### src/hw/rtl/gsntm_pkg.sv
`timescale 1ns / 1ps

package gsntm_pkg;

    localparam int TABLE_DEPTH   = 4096;
    localparam int ADDR_W        = $clog2(TABLE_DEPTH);
    localparam int SAMPLE_LEVELS = 256;

    localparam int VAL_W    = 18;
    localparam int CODE_W   = 12;
    localparam int NIB_W    = 4;
    localparam int ENTRY_W  = VAL_W + CODE_W;
    localparam int SAMPLE_W = 8;
    localparam int COEF_W   = 20;
    localparam int COUNT_W  = 13;
    localparam int GAINED_W = 21;
    localparam int DIFF_W   = GAINED_W + 1;
    localparam int POS_W    = ADDR_W + 2;

    // |sample * gain| < 2^27; the quotient by 255 stays below 2^20
    localparam int PROD_W      = SAMPLE_W + 1 + COEF_W;
    localparam int MAG_W       = 27;
    localparam int QUO_W       = 20;
    localparam int RECIP_SHIFT = 31;
    localparam int RECIP_W     = 24;
    localparam longint unsigned RECIP = (64'd1 << RECIP_SHIFT) / (SAMPLE_LEVELS - 1);
    localparam int RPROD_W     = MAG_W + RECIP_W;
    localparam int DIVISOR     = SAMPLE_LEVELS - 1;

    localparam int IN_DATA_W  = 56;
    localparam int OUT_DATA_W = 64;
    localparam int CFG_IDX_W  = 2;

    localparam logic [CFG_IDX_W-1:0] REG_ENTRY_COUNT = 2'd0;
    localparam logic [CFG_IDX_W-1:0] REG_GAIN        = 2'd1;
    localparam logic [CFG_IDX_W-1:0] REG_OFFSET      = 2'd2;

    localparam logic REQ_LOAD  = 1'b0;
    localparam logic REQ_QUERY = 1'b1;

    typedef enum logic [2:0] {
        ST_IDLE,
        ST_GAIN,
        ST_START,
        ST_SRCH,
        ST_NBR,
        ST_OUT
    } gsntm_state_t;

    typedef struct packed {
        logic                       valid;
        logic signed [GAINED_W-1:0] level;
    } gsntm_gain_t;

    typedef struct packed {
        logic idle;
        logic done;
    } gsntm_stat_t;

endpackage

### src/hw/rtl/gsntm_gain.sv
`timescale 1ns / 1ps

module gsntm_gain import gsntm_pkg::*; (
    input  logic                     aclk,
    input  logic                     aresetn,
    input  logic                     start,
    input  logic [SAMPLE_W-1:0]      sample,
    input  logic signed [COEF_W-1:0] gain,
    input  logic signed [COEF_W-1:0] offset,
    output gsntm_gain_t              res
);

    logic [3:0] valid_reg;

    logic signed [PROD_W-1:0] prod_c;
    logic [PROD_W-1:0]        pmag_c;
    logic [MAG_W-1:0]         mag1_reg, mag2_reg;
    logic                     neg1_reg, neg2_reg, neg3_reg;
    logic [RPROD_W-1:0]       rprod_c;
    logic [QUO_W-1:0]         q2_reg, q3_reg;
    logic [MAG_W:0]           qx_c, rem_c;
    logic                     ge_c, rnz_c, rnz3_reg;
    logic [QUO_W:0]           qup_c;
    logic [DIFF_W-1:0]        sum_c;
    logic signed [GAINED_W-1:0] level_reg;

    assign prod_c  = $signed({1'b0, sample}) * gain;
    assign pmag_c  = prod_c[PROD_W-1] ? PROD_W'(-prod_c) : PROD_W'(prod_c);
    assign rprod_c = RPROD_W'(mag1_reg) * RPROD_W'(RECIP[RECIP_W-1:0]);

    // estimate is low by at most one; fix with a single compare
    assign qx_c  = {q2_reg, 8'd0} - {{(MAG_W + 1 - QUO_W){1'b0}}, q2_reg};
    assign rem_c = {1'b0, mag2_reg} - qx_c;
    assign ge_c  = rem_c >= (MAG_W + 1)'(DIVISOR);
    assign rnz_c = ge_c ? (rem_c != (MAG_W + 1)'(DIVISOR)) : (rem_c != '0);

    // floor toward minus infinity: negative side rounds magnitude up
    assign qup_c = {1'b0, q3_reg} + {{QUO_W{1'b0}}, rnz3_reg};
    assign sum_c = neg3_reg
        ? DIFF_W'(offset) - {{(DIFF_W - QUO_W - 1){1'b0}}, qup_c}
        : DIFF_W'(offset) + {{(DIFF_W - QUO_W){1'b0}}, q3_reg};

    always_ff @(posedge aclk) begin
        if (!aresetn) begin
            valid_reg <= '0;
        end else begin
            valid_reg <= {valid_reg[2:0], start};
        end
    end

    always_ff @(posedge aclk) begin
        mag1_reg  <= pmag_c[MAG_W-1:0];
        neg1_reg  <= prod_c[PROD_W-1];
        q2_reg    <= rprod_c[RECIP_SHIFT +: QUO_W];
        mag2_reg  <= mag1_reg;
        neg2_reg  <= neg1_reg;
        q3_reg    <= q2_reg + {{(QUO_W - 1){1'b0}}, ge_c};
        rnz3_reg  <= rnz_c;
        neg3_reg  <= neg2_reg;
        level_reg <= sum_c[GAINED_W-1:0];
    end

    assign res.valid = valid_reg[3];
    assign res.level = level_reg;

endmodule

### config.mk
export PLATFORM = sky130hd
export DESIGN_NAME = gsntm_gain
export DESIGN_NICKNAME = d
export VERILOG_FILES = /design/src/hw/rtl/gsntm_pkg.sv /design/src/hw/rtl/gsntm_gain.sv
export SDC_FILE = /design/constraint.sdc
export NUM_CORES = 1
export LEC_CHECK = 0
export ABC_AREA = 1
export BUFFER_PORTS_ARGS = -buffer_cell sky130_fd_sc_hd__buf_2
export CAP_MARGIN = 20
export CORE_MARGIN = 5
export CORE_UTILIZATION = 44
export CTS_BUF_LIST = sky130_fd_sc_hd__clkbuf_4 sky130_fd_sc_hd__clkbuf_8
export CTS_CLUSTER_SIZE = 30
export DETAILED_ROUTE_END_ITERATION = 7
export HOLD_SLACK_MARGIN = 0.08
export PLACE_DENSITY = 0.67
export SYNTH_ARGS = -nofsm -noshare
export SYNTH_HDL_FRONTEND = slang
export SYNTH_SLANG_ARGS = --single-unit
### constraint.sdc
create_clock -name aclk -period 6.9 [get_ports aclk]
set_clock_uncertainty 0.15 [all_clocks]
set_input_delay 0 -clock aclk [delete_from_list [all_inputs] [get_ports aclk]]
set_output_delay 0 -clock aclk [all_outputs]
set_load 0.02 [all_outputs]
==> impl_metrics.tcl <==
set metrics [dict create \
    cp_max_fo 6 \
    cts_resized 0 \
    maxSlewViolCount 0 \
    antenna_found_initial 1 \
    setup_viol 0 \
    core-area_mm2 0.04055 \
    die_y_um 211.8 \
    wirelength_um 46570 \
    clock_path_buffers 2 \
    status "finished clean" \
    cts_tree "done" \
    fp.dieW_um 211.8 \
    critPathKind "flop to flop" \
    synth_compound_area_share_pct 9.629 \
    synthXorXnorAreaFrac_pct 3.861 \
    root_buffer "clkbuf_8" \
    synthMuxAreaShare_pct 0 \
    syn_area_mm2 0.01792 \
    synth-seq-cells 123 \
    start_kind "flop" \
    grt_pass1_vias 16057 \
    layout_min_cycle_time_ns 4.796 \
    io_pins 73 \
    drc 0 \
    max_freq_mhz 208.5 \
    place.gp.congestion 0.9693 \
    area.growth.synth_to_final_pct 7.800 \
    vias_per_cell 4.952 \
    dr.pass1.iters 5 \
    synth_top_family_by_area "adder cells" \
    initialDrtViolationCount 876 \
    crit_path_end_kind "flop" \
    wl_per_cell_um 14.56 \
    htreeDepth 4 \
    port_buffers 72 \
    cap_violations 0 \
    period_share_pct 69.51 \
    postSynthCellCount 2586 \
    grt_max_degree 27 \
    fillCellCount 4136 \
    rows 74 \
    cp.arrival_ns 4.98 \
    yosys.area_share.adder_pct 34.98 \
    die_area_mm2 0.04486 \
    clock-sinks 123 \
    hold_class "input port to flop" \
    slew_headroom_pct 50.13 \
    drtAntennaViolNets 0 \
    rsz0062_at_grt "false" \
    cts_buffers 17 \
    synth_edf_count 0 \
    track_usage_pct 21.13 \
    nNetsFinal 3115 \
    required_ns 7.08 \
    clkTransAtPathRegs_ns 0.09 \
    synthDistinctLibCells 51 \
    drive_above_1_share_pct 6.152 \
    yosysWarnings 0 \
    worst_slew_pin_slew_ns 0.7292 \
    diodes 0 \
    grt_pass1_wl_um 77650 \
    syn_area_per_cell_um2 6.929 \
    synth_ff_type "dfxtp_1" \
    finalHoldViolCount 0 \
    clock_latency_ns 0.44 \
    synthSimpleGateAreaFrac_pct 23.00 \
    overflow 0 \
    yosysSeqAreaShare_pct 13.74 \
    setup_tns_ns 0 \
    via_count 15838 \
    syn_nets 3048 \
    start_util_pct 44.18 \
    synthArstFlopShare_pct 0 \
    hpwl_um 40670 \
]
## cell type report
type	instances	area (um^2)	area share (%)
Multi-Input combinational cell	1769	12810	66.30
Sequential cell	123	2462	12.75
Inverter	651	2444	12.65
Tap cell	532	665.6	3.446
Timing Repair Buffer	91	548.0	2.837
Clock buffer	17	234.0	1.211
Clock inverter	15	155.1	0.8032
## synth_stat cells, types with 30 or more instances
| cell type | n | area [um^2] |
|---|---|---|
| inv_1 | 646 | 2425 |
| nand2_1 | 590 | 2215 |
| ha_1 | 261 | 3266 |
| a21oi_1 | 163 | 815.8 |
| nor2_1 | 152 | 570.6 |
| fa_1 | 150 | 3003 |
| dfxtp_1 | 123 | 2462 |
| o21ai_0 | 100 | 500.5 |
| nand3_1 | 84 | 420.4 |
| xor2_1 | 64 | 560.5 |
| nor3_1 | 31 | 155.2 |
| nand4_1 | 30 | 187.7 |
## cell families after synthesis
group | count (synthesis)
xor gates and xnor gates | 79
adders and majority gates | 411
DFF | 123
and+or+nand+nor | 962
AOI/OAI and AO/OA | 317
buffers and inverters | 694
## worst max-delay path, cell delays in order, from the launching register on
cell	delay, ns
dfxtp_1	0.31
inv_1	0.13
fa_1	0.52
inv_1	0.05
ha_1	0.36
a21oi_1	0.28
o21ai_0	0.21
a21oi_1	0.32
o21a_1	0.17
nand2_1	0.05
nand2_1	0.05
nand2_1	0.04
inv_1	0.04
nor2_1	0.07
nand4_1	0.16
ha_1	0.20
ha_1	0.19
nand3_1	0.12
nor3_1	0.34
nand4_1	0.25
nor2_1	0.26
nand3_1	0.13
xor2_1	0.29
## cells in the final DEF, fill, tap and decap left out, types with 6 or more instances in the layout
cell type and n:
nor3_1 31, clkbuf_8 17, o21ai_0 100, o21bai_1 6, nand2_2 25, nor2_1 152
dlygate4sd3_1 18, nand3b_1 12, dfxtp_1 123, a21o_1 9, fa_1 150, xor2_1 64
nand4_1 30, buf_2 72, nor2_2 7, ha_1 261, nand3_1 84, o21a_1 8
xnor2_1 15, inv_6 6, inv_1 646, nand2_1 590, a21oi_1 163, nor4_1 6
## repair_timing
item	CTS	global route
hold buffers	18	0
hold endpoints to repair	19	0
buffers inserted	0	0
## final timing paths
check | start | endpoint | slack, ns | cells past startpoint
setup / recovery | q2_reg[16]$_DFF_P_ | q3_reg[14]$_DFF_P_ | 2.10 | 22
hold / removal | offset[16] | level_reg[16]$_DFF_P_ | 0.11 | 6
setup reg to reg | q2_reg[16]$_DFF_P_ | q3_reg[14]$_DFF_P_ | 2.10 | 22
hold reg to reg | neg2_reg$_DFF_P_ | neg3_reg$_DFF_P_ | 0.18 | 0
## stage by stage
step / instance area (um^2) / cells / utilization [%] / hold WS, ns / setup WS (ns)
2_1_floorplan: 17920 / 2586 / - / -0.05655 / 2.279
3_3_place_gp: 18750 / 3148 / 46.23 / 0.04366 / 1.840
3_5_place_dp: 18750 / 3148 / 46.23 / 0.04439 / 1.822
4_1_cts: 19320 / 3198 / 47.63 / 0.08465 / 2.105
5_1_grt: 19320 / 3198 / 47.63 / 0.1194 / 1.679
6_report: 19320 / 3198 / 47.63 / 0.1130 / 2.104
## per-layer routing
layer,global-route usage (%),routed length (um)
met5,0,13
met4,6.508,1251
met3,2.208,1887
met2,38.44,23020
met1,26.31,20400
Power is not shown: default switching activity piles up to over one toggle a cycle in this logic, so the estimate is an artifact.
