--- config.mk ---
export PLATFORM = sky130hd
export DESIGN_NAME = gsntm_search
export DESIGN_NICKNAME = d
export VERILOG_FILES = /design/src/hw/rtl/gsntm_pkg.sv /design/src/hw/rtl/gsntm_search.sv
export SDC_FILE = /design/constraint.sdc
export NUM_CORES = 1
export LEC_CHECK = 0
export BUFFER_PORTS_ARGS = -buffer_cell sky130_fd_sc_hd__buf_2
export CAP_MARGIN = 30
export CORE_MARGIN = 4
export CORE_UTILIZATION = 53
export CTS_BUF_LIST = sky130_fd_sc_hd__clkbuf_4 sky130_fd_sc_hd__clkbuf_8 sky130_fd_sc_hd__clkbuf_16
export DETAILED_ROUTE_END_ITERATION = 10
export PLACE_DENSITY = 0.77
export SYNTH_ARGS = -nofsm -noshare
export SYNTH_HDL_FRONTEND = slang
export SYNTH_SLANG_ARGS = --single-unit
--- constraint.sdc ---
create_clock -name aclk -period 8.41 [get_ports aclk]
set_input_delay 0 -clock aclk [delete_from_list [all_inputs] [get_ports aclk]]
set_output_delay 0 -clock aclk [all_outputs]
set_load 0.02 [all_outputs]
--- src/hw/rtl/gsntm_pkg.sv ---
`timescale 1ns / 1ps

package gsntm_pkg;

    localparam int TABLE_DEPTH   = 4096;
    localparam int ADDR_W        = $clog2(TABLE_DEPTH);
    localparam int SAMPLE_LEVELS = 256;

    localparam int VAL_W    = 18;
    localparam int CODE_W   = 12;
    localparam int NIB_W    = 4;
    localparam int ENTRY_W  = VAL_W + CODE_W;
    localparam int SAMPLE_W = 8;
    localparam int COEF_W   = 20;
    localparam int COUNT_W  = 13;
    localparam int GAINED_W = 21;
    localparam int DIFF_W   = GAINED_W + 1;
    localparam int POS_W    = ADDR_W + 2;

    // |sample * gain| < 2^27; the quotient by 255 stays below 2^20
    localparam int PROD_W      = SAMPLE_W + 1 + COEF_W;
    localparam int MAG_W       = 27;
    localparam int QUO_W       = 20;
    localparam int RECIP_SHIFT = 31;
    localparam int RECIP_W     = 24;
    localparam longint unsigned RECIP = (64'd1 << RECIP_SHIFT) / (SAMPLE_LEVELS - 1);
    localparam int RPROD_W     = MAG_W + RECIP_W;
    localparam int DIVISOR     = SAMPLE_LEVELS - 1;

    localparam int IN_DATA_W  = 56;
    localparam int OUT_DATA_W = 64;
    localparam int CFG_IDX_W  = 2;

    localparam logic [CFG_IDX_W-1:0] REG_ENTRY_COUNT = 2'd0;
    localparam logic [CFG_IDX_W-1:0] REG_GAIN        = 2'd1;
    localparam logic [CFG_IDX_W-1:0] REG_OFFSET      = 2'd2;

    localparam logic REQ_LOAD  = 1'b0;
    localparam logic REQ_QUERY = 1'b1;

    typedef enum logic [2:0] {
        ST_IDLE,
        ST_GAIN,
        ST_START,
        ST_SRCH,
        ST_NBR,
        ST_OUT
    } gsntm_state_t;

    typedef struct packed {
        logic                       valid;
        logic signed [GAINED_W-1:0] level;
    } gsntm_gain_t;

    typedef struct packed {
        logic idle;
        logic done;
    } gsntm_stat_t;

endpackage

--- src/hw/rtl/gsntm_search.sv ---
`timescale 1ns / 1ps

module gsntm_search import gsntm_pkg::*; (
    input  logic                       aclk,
    input  logic                       aresetn,
    input  logic                       go,
    input  gsntm_gain_t                gain_res,
    input  logic [COUNT_W-1:0]         entry_count,
    input  logic                       out_free,
    output logic [ADDR_W-1:0]          rd_addr,
    input  logic [ENTRY_W-1:0]         rd_data,
    output gsntm_stat_t                stat,
    output logic [ADDR_W-1:0]          res_index,
    output logic [ENTRY_W-1:0]         res_entry,
    output logic signed [GAINED_W-1:0] res_level
);

    gsntm_state_t state_reg, state_next;

    logic signed [GAINED_W-1:0] g_reg, g_next;
    logic [ADDR_W-1:0]          nm1_reg, nm1_next;
    logic signed [POS_W-1:0]    lo_reg, lo_next, hi_reg, hi_next;
    logic [ADDR_W-1:0]          mid_reg, mid_next;
    logic [ADDR_W-1:0]          idx_reg, idx_next, last_reg, last_next;
    logic                       have_reg, have_next;
    logic [DIFF_W-1:0]          best_reg, best_next;
    logic [ADDR_W-1:0]          pick_reg, pick_next;
    logic [ENTRY_W-1:0]         entry_reg, entry_next;

    logic [ADDR_W-1:0]       nm1_c;
    logic [DIFF_W-1:0]       diff_c, abs_c;
    logic                    d_neg, d_zero;
    logic signed [POS_W-1:0] mid_pos, lo_n, hi_n, sum_n;
    logic [ADDR_W-1:0]       mid_n;
    logic                    srch_exit, better, nbr_end;
    logic [ADDR_W-1:0]       nbr_mid, nbr_nm1, first_c, last_c;

    // clamp count to 1..TABLE_DEPTH, keep count-1
    always_comb begin
        if (entry_count == '0) begin
            nm1_c = '0;
        end else if (entry_count > COUNT_W'(TABLE_DEPTH)) begin
            nm1_c = ADDR_W'(TABLE_DEPTH - 1);
        end else begin
            nm1_c = ADDR_W'(entry_count - 1'b1);
        end
    end

    assign diff_c = {{(DIFF_W - VAL_W){1'b0}}, rd_data[ENTRY_W-1:CODE_W]}
                  - {g_reg[GAINED_W-1], g_reg};
    assign d_neg  = diff_c[DIFF_W-1];
    assign d_zero = (diff_c == '0);
    assign abs_c  = d_neg ? (~diff_c + 1'b1) : diff_c;

    assign mid_pos   = $signed({2'b00, mid_reg});
    assign lo_n      = d_neg ? mid_pos + POS_W'(1) : lo_reg;
    assign hi_n      = (!d_neg && !d_zero) ? mid_pos - POS_W'(1) : hi_reg;
    assign srch_exit = d_zero || !(lo_n < hi_n);
    assign sum_n     = lo_n + hi_n;
    assign mid_n     = sum_n[ADDR_W:1];

    assign better  = !have_reg || (abs_c < best_reg);
    assign nbr_end = (idx_reg == last_reg);

    // neighbor window around the final midpoint
    assign nbr_mid = (state_reg == ST_START) ? '0 : mid_reg;
    assign nbr_nm1 = (state_reg == ST_START) ? nm1_c : nm1_reg;
    assign first_c = (nbr_mid == '0) ? '0 : nbr_mid - 1'b1;
    assign last_c  = (nbr_mid == nbr_nm1) ? nbr_mid : nbr_mid + 1'b1;

    always_comb begin
        state_next = state_reg;
        case (state_reg)
            ST_IDLE: begin
                if (go) begin
                    state_next = ST_GAIN;
                end
            end
            ST_GAIN: begin
                if (gain_res.valid) begin
                    state_next = ST_START;
                end
            end
            ST_START: begin
                state_next = (nm1_c == '0) ? ST_NBR : ST_SRCH;
            end
            ST_SRCH: begin
                if (srch_exit) begin
                    state_next = ST_NBR;
                end
            end
            ST_NBR: begin
                if (nbr_end) begin
                    state_next = ST_OUT;
                end
            end
            ST_OUT: begin
                if (out_free) begin
                    state_next = ST_IDLE;
                end
            end
            default: state_next = ST_IDLE;
        endcase
    end

    always_comb begin
        g_next     = g_reg;
        nm1_next   = nm1_reg;
        lo_next    = lo_reg;
        hi_next    = hi_reg;
        mid_next   = mid_reg;
        idx_next   = idx_reg;
        last_next  = last_reg;
        have_next  = have_reg;
        best_next  = best_reg;
        pick_next  = pick_reg;
        entry_next = entry_reg;
        rd_addr    = mid_reg;
        stat.idle  = 1'b0;
        stat.done  = 1'b0;
        case (state_reg)
            ST_IDLE: begin
                stat.idle = 1'b1;
            end
            ST_GAIN: begin
                if (gain_res.valid) begin
                    g_next = gain_res.level;
                end
            end
            ST_START: begin
                nm1_next = nm1_c;
                if (nm1_c == '0) begin
                    mid_next  = '0;
                    idx_next  = first_c;
                    last_next = last_c;
                    have_next = 1'b0;
                    rd_addr   = first_c;
                end else begin
                    lo_next  = '0;
                    hi_next  = $signed({2'b00, nm1_c});
                    mid_next = nm1_c >> 1;
                    rd_addr  = nm1_c >> 1;
                end
            end
            ST_SRCH: begin
                lo_next = lo_n;
                hi_next = hi_n;
                if (srch_exit) begin
                    idx_next  = first_c;
                    last_next = last_c;
                    have_next = 1'b0;
                    rd_addr   = first_c;
                end else begin
                    mid_next = mid_n;
                    rd_addr  = mid_n;
                end
            end
            ST_NBR: begin
                if (better) begin
                    have_next  = 1'b1;
                    best_next  = abs_c;
                    pick_next  = idx_reg;
                    entry_next = rd_data;
                end
                if (!nbr_end) begin
                    idx_next = idx_reg + 1'b1;
                    rd_addr  = idx_reg + 1'b1;
                end
            end
            ST_OUT: begin
                stat.done = out_free;
            end
            default: ;
        endcase
    end

    always_ff @(posedge aclk) begin
        if (!aresetn) begin
            state_reg <= ST_IDLE;
        end else begin
            state_reg <= state_next;
        end
    end

    always_ff @(posedge aclk) begin
        g_reg     <= g_next;
        nm1_reg   <= nm1_next;
        lo_reg    <= lo_next;
        hi_reg    <= hi_next;
        mid_reg   <= mid_next;
        idx_reg   <= idx_next;
        last_reg  <= last_next;
        have_reg  <= have_next;
        best_reg  <= best_next;
        pick_reg  <= pick_next;
        entry_reg <= entry_next;
    end

    assign res_index = pick_reg;
    assign res_entry = entry_reg;
    assign res_level = g_reg;

endmodule

==> impl_metrics.py, run 1 <==
metrics = {
    "critical_path": {
        "crit_path_frequent_cell": "o21ai_0",
        "slowest_stage": "a2111oi_1",
        "worstSetupStartpointType": "flip-flop",
        "critPathMaxStageDelay_ns": 0.67,
        "worstSetupEndpointType": "output pin",
        "cp.required_ns": 8.41,
        "cp.arrival_ns": 7.31,
        "critPathMaxFanout": 11,
        "critPathKind": "reg -> out",
    },
    "clocking": {
        "clk_pin_slew_worst_paths_ns": 0.07,
        "cts_made_buffers": 17,
        "cts.repair.resized": 0,
        "insertion_delay_ns": 0.44,
        "clk_path_buf_depth": 2,
        "cts_tree": "yes",
        "clkSinkCount": 165,
        "ctsRootBufferMaster": "clkbuf_16",
        "h-tree-depth": 4,
    },
    "die": {
        "core_um2": 21020,
        "dieWidth_um": 154.1,
        "die_area_um2": 23740,
        "start_util_pct": 53.79,
        "fp.dieH_um": 154.1,
        "fp-row-count": 53,
        "pin_count": 146,
    },
    "sta": {
        "fin_skew_ns": 0.01162,
        "finalHoldViolCount": 0,
        "fmax_mhz": 136.7,
        "fin_crit_sh_pct": 86.96,
        "worst_pin_slew_ns": 0.9601,
        "relSlewSlack_pct": 35.42,
        "setup_tns_ns": 0,
        "final_max_slew_viol_count": 0,
        "rsz0062_at_grt": "false",
        "period_needed_ns": 7.314,
        "finalSetupViolations": 0,
    },
    "status": {
        "run_status": "finished clean",
    },
    "final_layout": {
        "nNetsFinal": 1524,
        "layout-drive-gt1-share_pct": 15.67,
        "antenna_cells": 0,
        "utilization_pct": 63.72,
        "largest_reg_flops": 30,
        "area_delta_synth_final_pct": 18.45,
        "layoutNonFillerInstCount": 1673,
        "fin_area_um2": 13400,
    },
    "routing": {
        "postRouteAntennaNets": 0,
        "routedWlPerCell_um": 18.46,
        "drc": 0,
        "drt_iter0_markers": 996,
        "first_pass_iters": 6,
        "viasPerCell": 5.844,
        "drt_wl_total_um": 30890,
        "vias": 9777,
    },
    "global_routing": {
        "grt_pass1_vias": 9584,
        "gr-total-overflow": 0,
        "grt-busiest-layer": "met2",
        "grt_pass1_wl_um": 49050,
        "met1_usage_pct": 33.33,
        "gr-usage-all-layers_pct": 25.63,
        "antenna_found_initial": 0,
        "grt_max_degree": 66,
        "met3_usage_pct": 5.291,
        "use_met2_pct": 43.32,
    },
    "power": {
        "cellPowerDensity_nw_per_um2": 246.1,
        "leakage_uw": 0.005552,
        "ir_drop_mv": 0.1708,
        "total_power_uw": 3296,
    },
    "synthesis": {
        "synth-seq-cells": 165,
        "ys_warn_count": 0,
        "synth_cell_types": 88,
        "ys_seq_area_share_pct": 42.49,
        "synth-edff-count": 150,
        "syn-cell-area_um2": 11310,
        "synth_area_per_cell_um2": 9.408,
        "synthCells": 1202,
        "synthArstFlopShare_pct": 0,
        "synth-main-ff-cell": "edfxtp_1",
    },
    "placed_design": {
        "dp_hpwl_um": 22310,
        "port_buffers": 145,
        "dpl-instance-area_um2": 12280,
        "gp_congestion": 0.9555,
        "placedCellCount": 1588,
    },
    "min_path": {
        "min_path_type": "in -> reg",
    },
    "job": {
        "cap_viol_max_count": 0,
    },
}
[critical path: cells and delay by family (launching register included)]
| family | cells | cell delay [ns] |
|---|---|---|
| AOI/OAI and AO/OA | 14 | 3.22 |
| xor gates and xnor gates | 1 | 0.18 |
| adders and majority gates | 2 | 0.55 |
| buffers and inverters | 4 | 0.68 |
| DFF | 1 | 0.43 |
| muxes | 1 | 0.28 |
| and+or+nand+nor | 7 | 1.49 |
[layer usage]
metal	vias up	wire, µm
met2	421	14750
met4	0	795
met5	-	0
met1	4585	12810
li1	4706	-
met3	65	2534
[power by group]
part / switching (µW) / leakage, µW / internal, µW
combinational: 835 / 0.00378 / 509
sequential: 94.4 / 0.00148 / 1060
clock: 366 / 0.000291 / 427
total: 1300 / 0.00555 / 2000
[repair_timing]
item / 4_1_cts / 5_1_grt
endpoints found under the hold margin: 55 / 0
setup buffers: 0 / 0
hold buffers: 53 / 0
[cells in the final DEF, fill, tap and decap left out, types with 53 or more instances in the layout]
master and count:
buf_2 145, xor2_1 53, inv_1 78, ha_1 68, nor2_1 93, o21ai_0 80
a21oi_1 71, edfxtp_1 150, nand2_1 136, dlygate4sd3_1 53
[final timing paths]
check / from / to / slack [ns] / cells past startpoint
min reg2reg: nm1_reg[0]$_DFF_P_ / nm1_reg[0]$_DFF_P_ / 0.47 / 2
max: res_level[1]$_DFFE_PP_ / rd_addr[11] / 1.10 / 29
max reg2reg: res_level[1]$_DFFE_PP_ / have_reg$_DFFE_PP_ / 1.43 / 28
min: out_free / state_reg[0]$_SDFFE_PN0P_ / 0.01 / 6
[kinds of logic after synthesis]
group	count (synthesis)	share of synthesized area, %
AOI/OAI and AO/OA	295	16.67
xor gates and xnor gates	105	8.132
adders and majority gates	70	7.878
buffers and inverters	125	4.448
DFF	165	42.49
muxes	26	2.401
other	1	0.03316
and+or+nand+nor	415	17.95
[stage by stage]
stage	setup slack [ns]	hold slack [ns]
global placement	1.742	0.1773
detailed placement	1.546	0.1784
finish	1.096	0.01355
floorplan	0.03290	0.09887
global route	0.5072	0.06847
CTS	1.169	0.003458
[Yosys cell counts, drive strengths merged, types with 16 or more instances]
| master | number | area share (%) |
|---|---|---|
| nor2 | 95 | 3.2 |
| ha | 68 | 7.5 |
| a21oi | 73 | 3.3 |
| inv | 78 | 2.6 |
| a21o | 21 | 1.4 |
| buf | 16 | 0.83 |
| nand3 | 31 | 1.4 |
| xnor2 | 52 | 4.0 |
| and2 | 28 | 1.6 |
| o21ai | 89 | 3.9 |
| nand2 | 136 | 4.5 |
| o22ai | 16 | 0.89 |
| xor2 | 53 | 4.1 |
| mux2i | 20 | 1.8 |
| edfxtp | 150 | 40 |
| clkbuf | 31 | 1.0 |
| nor3 | 21 | 1.0 |
| nand2b | 18 | 1.0 |
[final cells by class]
class | instances | area (µm²)
Tap cell | 275 | 344.1
Clock buffer | 18 | 432.9
Multi-Input combinational cell | 913 | 6018
Timing Repair Buffer | 210 | 1346
Sequential cell | 165 | 4805
Inverter | 78 | 292.8
Fill cell | 1710 | 7626
Clock inverter | 14 | 156.4
Power figures use the tool's default switching activity.
==> run 2, diff against run 1 <==
ABC_AREA = 1   (was default)
CORE_UTILIZATION = 54   (was 53)
PLACE_DENSITY = 0.78   (was 0.77)
==> run 2 against run 1 <==
Effect of this change:
- flip-flop and latch count unchanged
- clock power shrank 5.7%
- clock skew is 0.00053 ns higher
- routed wire length rose by 5.0%
- power is 23% higher
- via count is 9.7% higher
- sequential power is 15% higher
- sequential share of layout area shrank 0.60 points
- die area is 0.12% higher
- combinational power up 49%
- critical path type unchanged
- critical endpoint unchanged
- highest routed layer unchanged
==> impl_metrics.py, run 2 <==
metrics = {
    "status": {
        "run_status": "finished clean",
    },
    "critical_path": {
        "cp.arrival_ns": 6.62,
        "critPathMaxFanout": 38,
        "critPathMaxStageDelay_ns": 0.69,
        "crit_path_frequent_cell": "nand2_1",
        "worstSetupEndpointType": "output pin",
        "cp.required_ns": 8.41,
        "slowest_stage": "inv_1",
        "worstSetupStartpointType": "flip-flop",
        "critPathKind": "reg -> out",
    },
    "final_layout": {
        "multi_input_area_um2": 5684,
        "fillers": 1760,
        "nNetsFinal": 1787,
        "area_delta_synth_final_pct": 18.08,
        "largest_reg_flops": 30,
        "layout_common_cells": "nand2_1, inv_1, edfxtp_1",
        "layout-drive-gt1-share_pct": 14.57,
        "utilization_pct": 64.80,
        "regArea_um2": 4805,
        "layout_commonest_cell": "nand2_1",
    },
    "die": {
        "fp.dieH_um": 154.2,
        "start_util_pct": 54.88,
        "die_area_um2": 23770,
        "pin_count": 146,
        "fp-row-count": 53,
        "dieWidth_um": 154.2,
        "core_um2": 21020,
    },
    "global_routing": {
        "antenna_found_initial": 1,
        "grt_pass1_wl_um": 52010,
        "gr-total-overflow": 0,
        "met1_usage_pct": 34.57,
        "grt_pass1_vias": 10450,
        "use_met2_pct": 45.78,
        "gr-usage-all-layers_pct": 26.92,
        "grt-busiest-layer": "met2",
        "met3_usage_pct": 4.306,
        "grt_max_degree": 52,
    },
    "sta": {
        "finalSetupViolations": 0,
        "fin_skew_ns": 0.01216,
        "worst_pin_slew_ns": 0.9796,
        "fin_hold_ws_ns": 0.1025,
        "fmax_mhz": 151.0,
        "fin_crit_sh_pct": 78.75,
        "relSlewSlack_pct": 34.62,
        "finalHoldViolCount": 0,
        "period_needed_ns": 6.623,
        "setup_tns_ns": 0,
        "final_max_slew_viol_count": 0,
        "rsz0062_at_grt": "false",
    },
    "routing": {
        "first_pass_iters": 7,
        "drt_iter0_markers": 996,
        "drt_wl_total_um": 32440,
        "drc": 0,
        "viasPerCell": 5.537,
        "routedWlPerCell_um": 16.75,
        "vias": 10730,
        "postRouteAntennaNets": 0,
    },
    "min_path": {
        "min_path_type": "in -> reg",
    },
    "placed_design": {
        "dp_hpwl_um": 24650,
        "port_buffers": 145,
        "gp_congestion": 0.9715,
    },
    "power": {
        "leakage_uw": 0.006462,
        "ir_drop_mv": 0.1828,
        "cellPowerDensity_nw_per_um2": 298.5,
        "total_power_uw": 4067,
    },
    "synthesis": {
        "synth.area.top_cells": "edfxtp_1, nand2_1, inv_1",
        "ys_seq_area_share_pct": 41.65,
        "synth_most_common_cell": "nand2_1",
        "netlist.top_cell.by_area": "edfxtp_1",
        "synth-seq-cells": 165,
        "syn-cell-area_um2": 11540,
        "synth-main-ff-cell": "edfxtp_1",
        "synthArstFlopShare_pct": 0,
        "synth-edff-count": 150,
        "synth_cell_types": 54,
        "synth_area_per_cell_um2": 7.918,
        "synthCells": 1457,
        "yosys-top-cells-count": "nand2_1, inv_1, edfxtp_1, nor2_1, nand3_1",
        "synth.top_cell.area_share_pct": 39.05,
        "ys_warn_count": 0,
    },
    "clocking": {
        "clk_path_buf_depth": 2,
        "cts_post_setup_buffers_inserted": 0,
        "cts_made_buffers": 17,
        "ctsRootBufferMaster": "clkbuf_16",
        "insertion_delay_ns": 0.43,
        "cts_tree": "yes",
        "h-tree-depth": 4,
        "clkSinkCount": 165,
        "clk_pin_slew_worst_paths_ns": 0.07,
    },
    "job": {
        "cap_viol_max_count": 0,
    },
}
-- run 2: critical path, delay by kind of cell (launching register included) --
kind | cells | cell delay, ns
xor+xnor | 1 | 0.24
flops | 1 | 0.35
compound gates | 7 | 1.19
fa+ha+maj | 2 | 0.85
simple gates | 16 | 2.44
buf+inv | 5 | 1.09
-- run 2: kinds of logic (layout without fill, tap and decap cells) --
kind of cell | after synthesis | count (layout) | synth area share, %
flops | 165 | 165 | 41.65
other cells | 1 | 3 | 0.03251
fa+ha+maj | 70 | 70 | 7.722
mux | 4 | 4 | 0.3471
xor+xnor | 72 | 72 | 5.531
compound gates | 192 | 192 | 9.740
buf+inv | 277 | 480 | 9.230
simple gates | 676 | 676 | 25.75
-- run 2: report_power, final --
part	switching [µW]	total, µW	internal, µW
Clock	357	748	390
Combinational	1340	1990	648
Sequential	139	1330	1190
-- run 2: per-stage QoR --
stage / cells / instance area, µm² / setup slack, ns
after floorplan: 1458 / 11540 / 1.175
after global placement: 1850 / 12520 / 2.320
after detailed placement: 1851 / 12540 / 1.988
after CTS: 1936 / 13620 / 1.875
after global routing: 1937 / 13620 / 1.197
final: 1937 / 13620 / 1.787
-- run 2: what timing repair did --
action                                  in CTS  in global routing
hold buffers                                53                  0
hold endpoints to repair                    56                  0
resized for setup                            0                  0
endpoints found under the setup margin       0                  0
-- run 2: path summary, 6_finish.rpt --
path,start,slack (ns),end,cells past startpoint
hold / removal,entry_count[0],0.10,nm1_reg[0]$_DFF_P_,4
setup reg to reg,res_level[3]$_DFFE_PP_,2.04,res_entry[27]$_DFFE_PP_,22
hold reg to reg,nm1_reg[9]$_DFF_P_,0.48,nm1_reg[9]$_DFF_P_,2
setup / recovery,res_level[3]$_DFFE_PP_,1.79,rd_addr[11],31
-- run 2: cell type report --
cell class,count,area share (%)
timing repair buffer,207,9.773
clock buffer,18,3.178
tap,275,2.526
inverter,241,6.641
clock inverter,14,0.8634
multi-input combinational,1016,41.73
antenna,1,0.01837
sequential,165,35.27
-- run 2: layer usage --
layer | vias to the layer above | wire length [µm]
li1 | 5216 | -
met4 | 0 | 1284
met3 | 110 | 2501
met2 | 528 | 15540
met5 | - | 0
met1 | 4871 | 13110
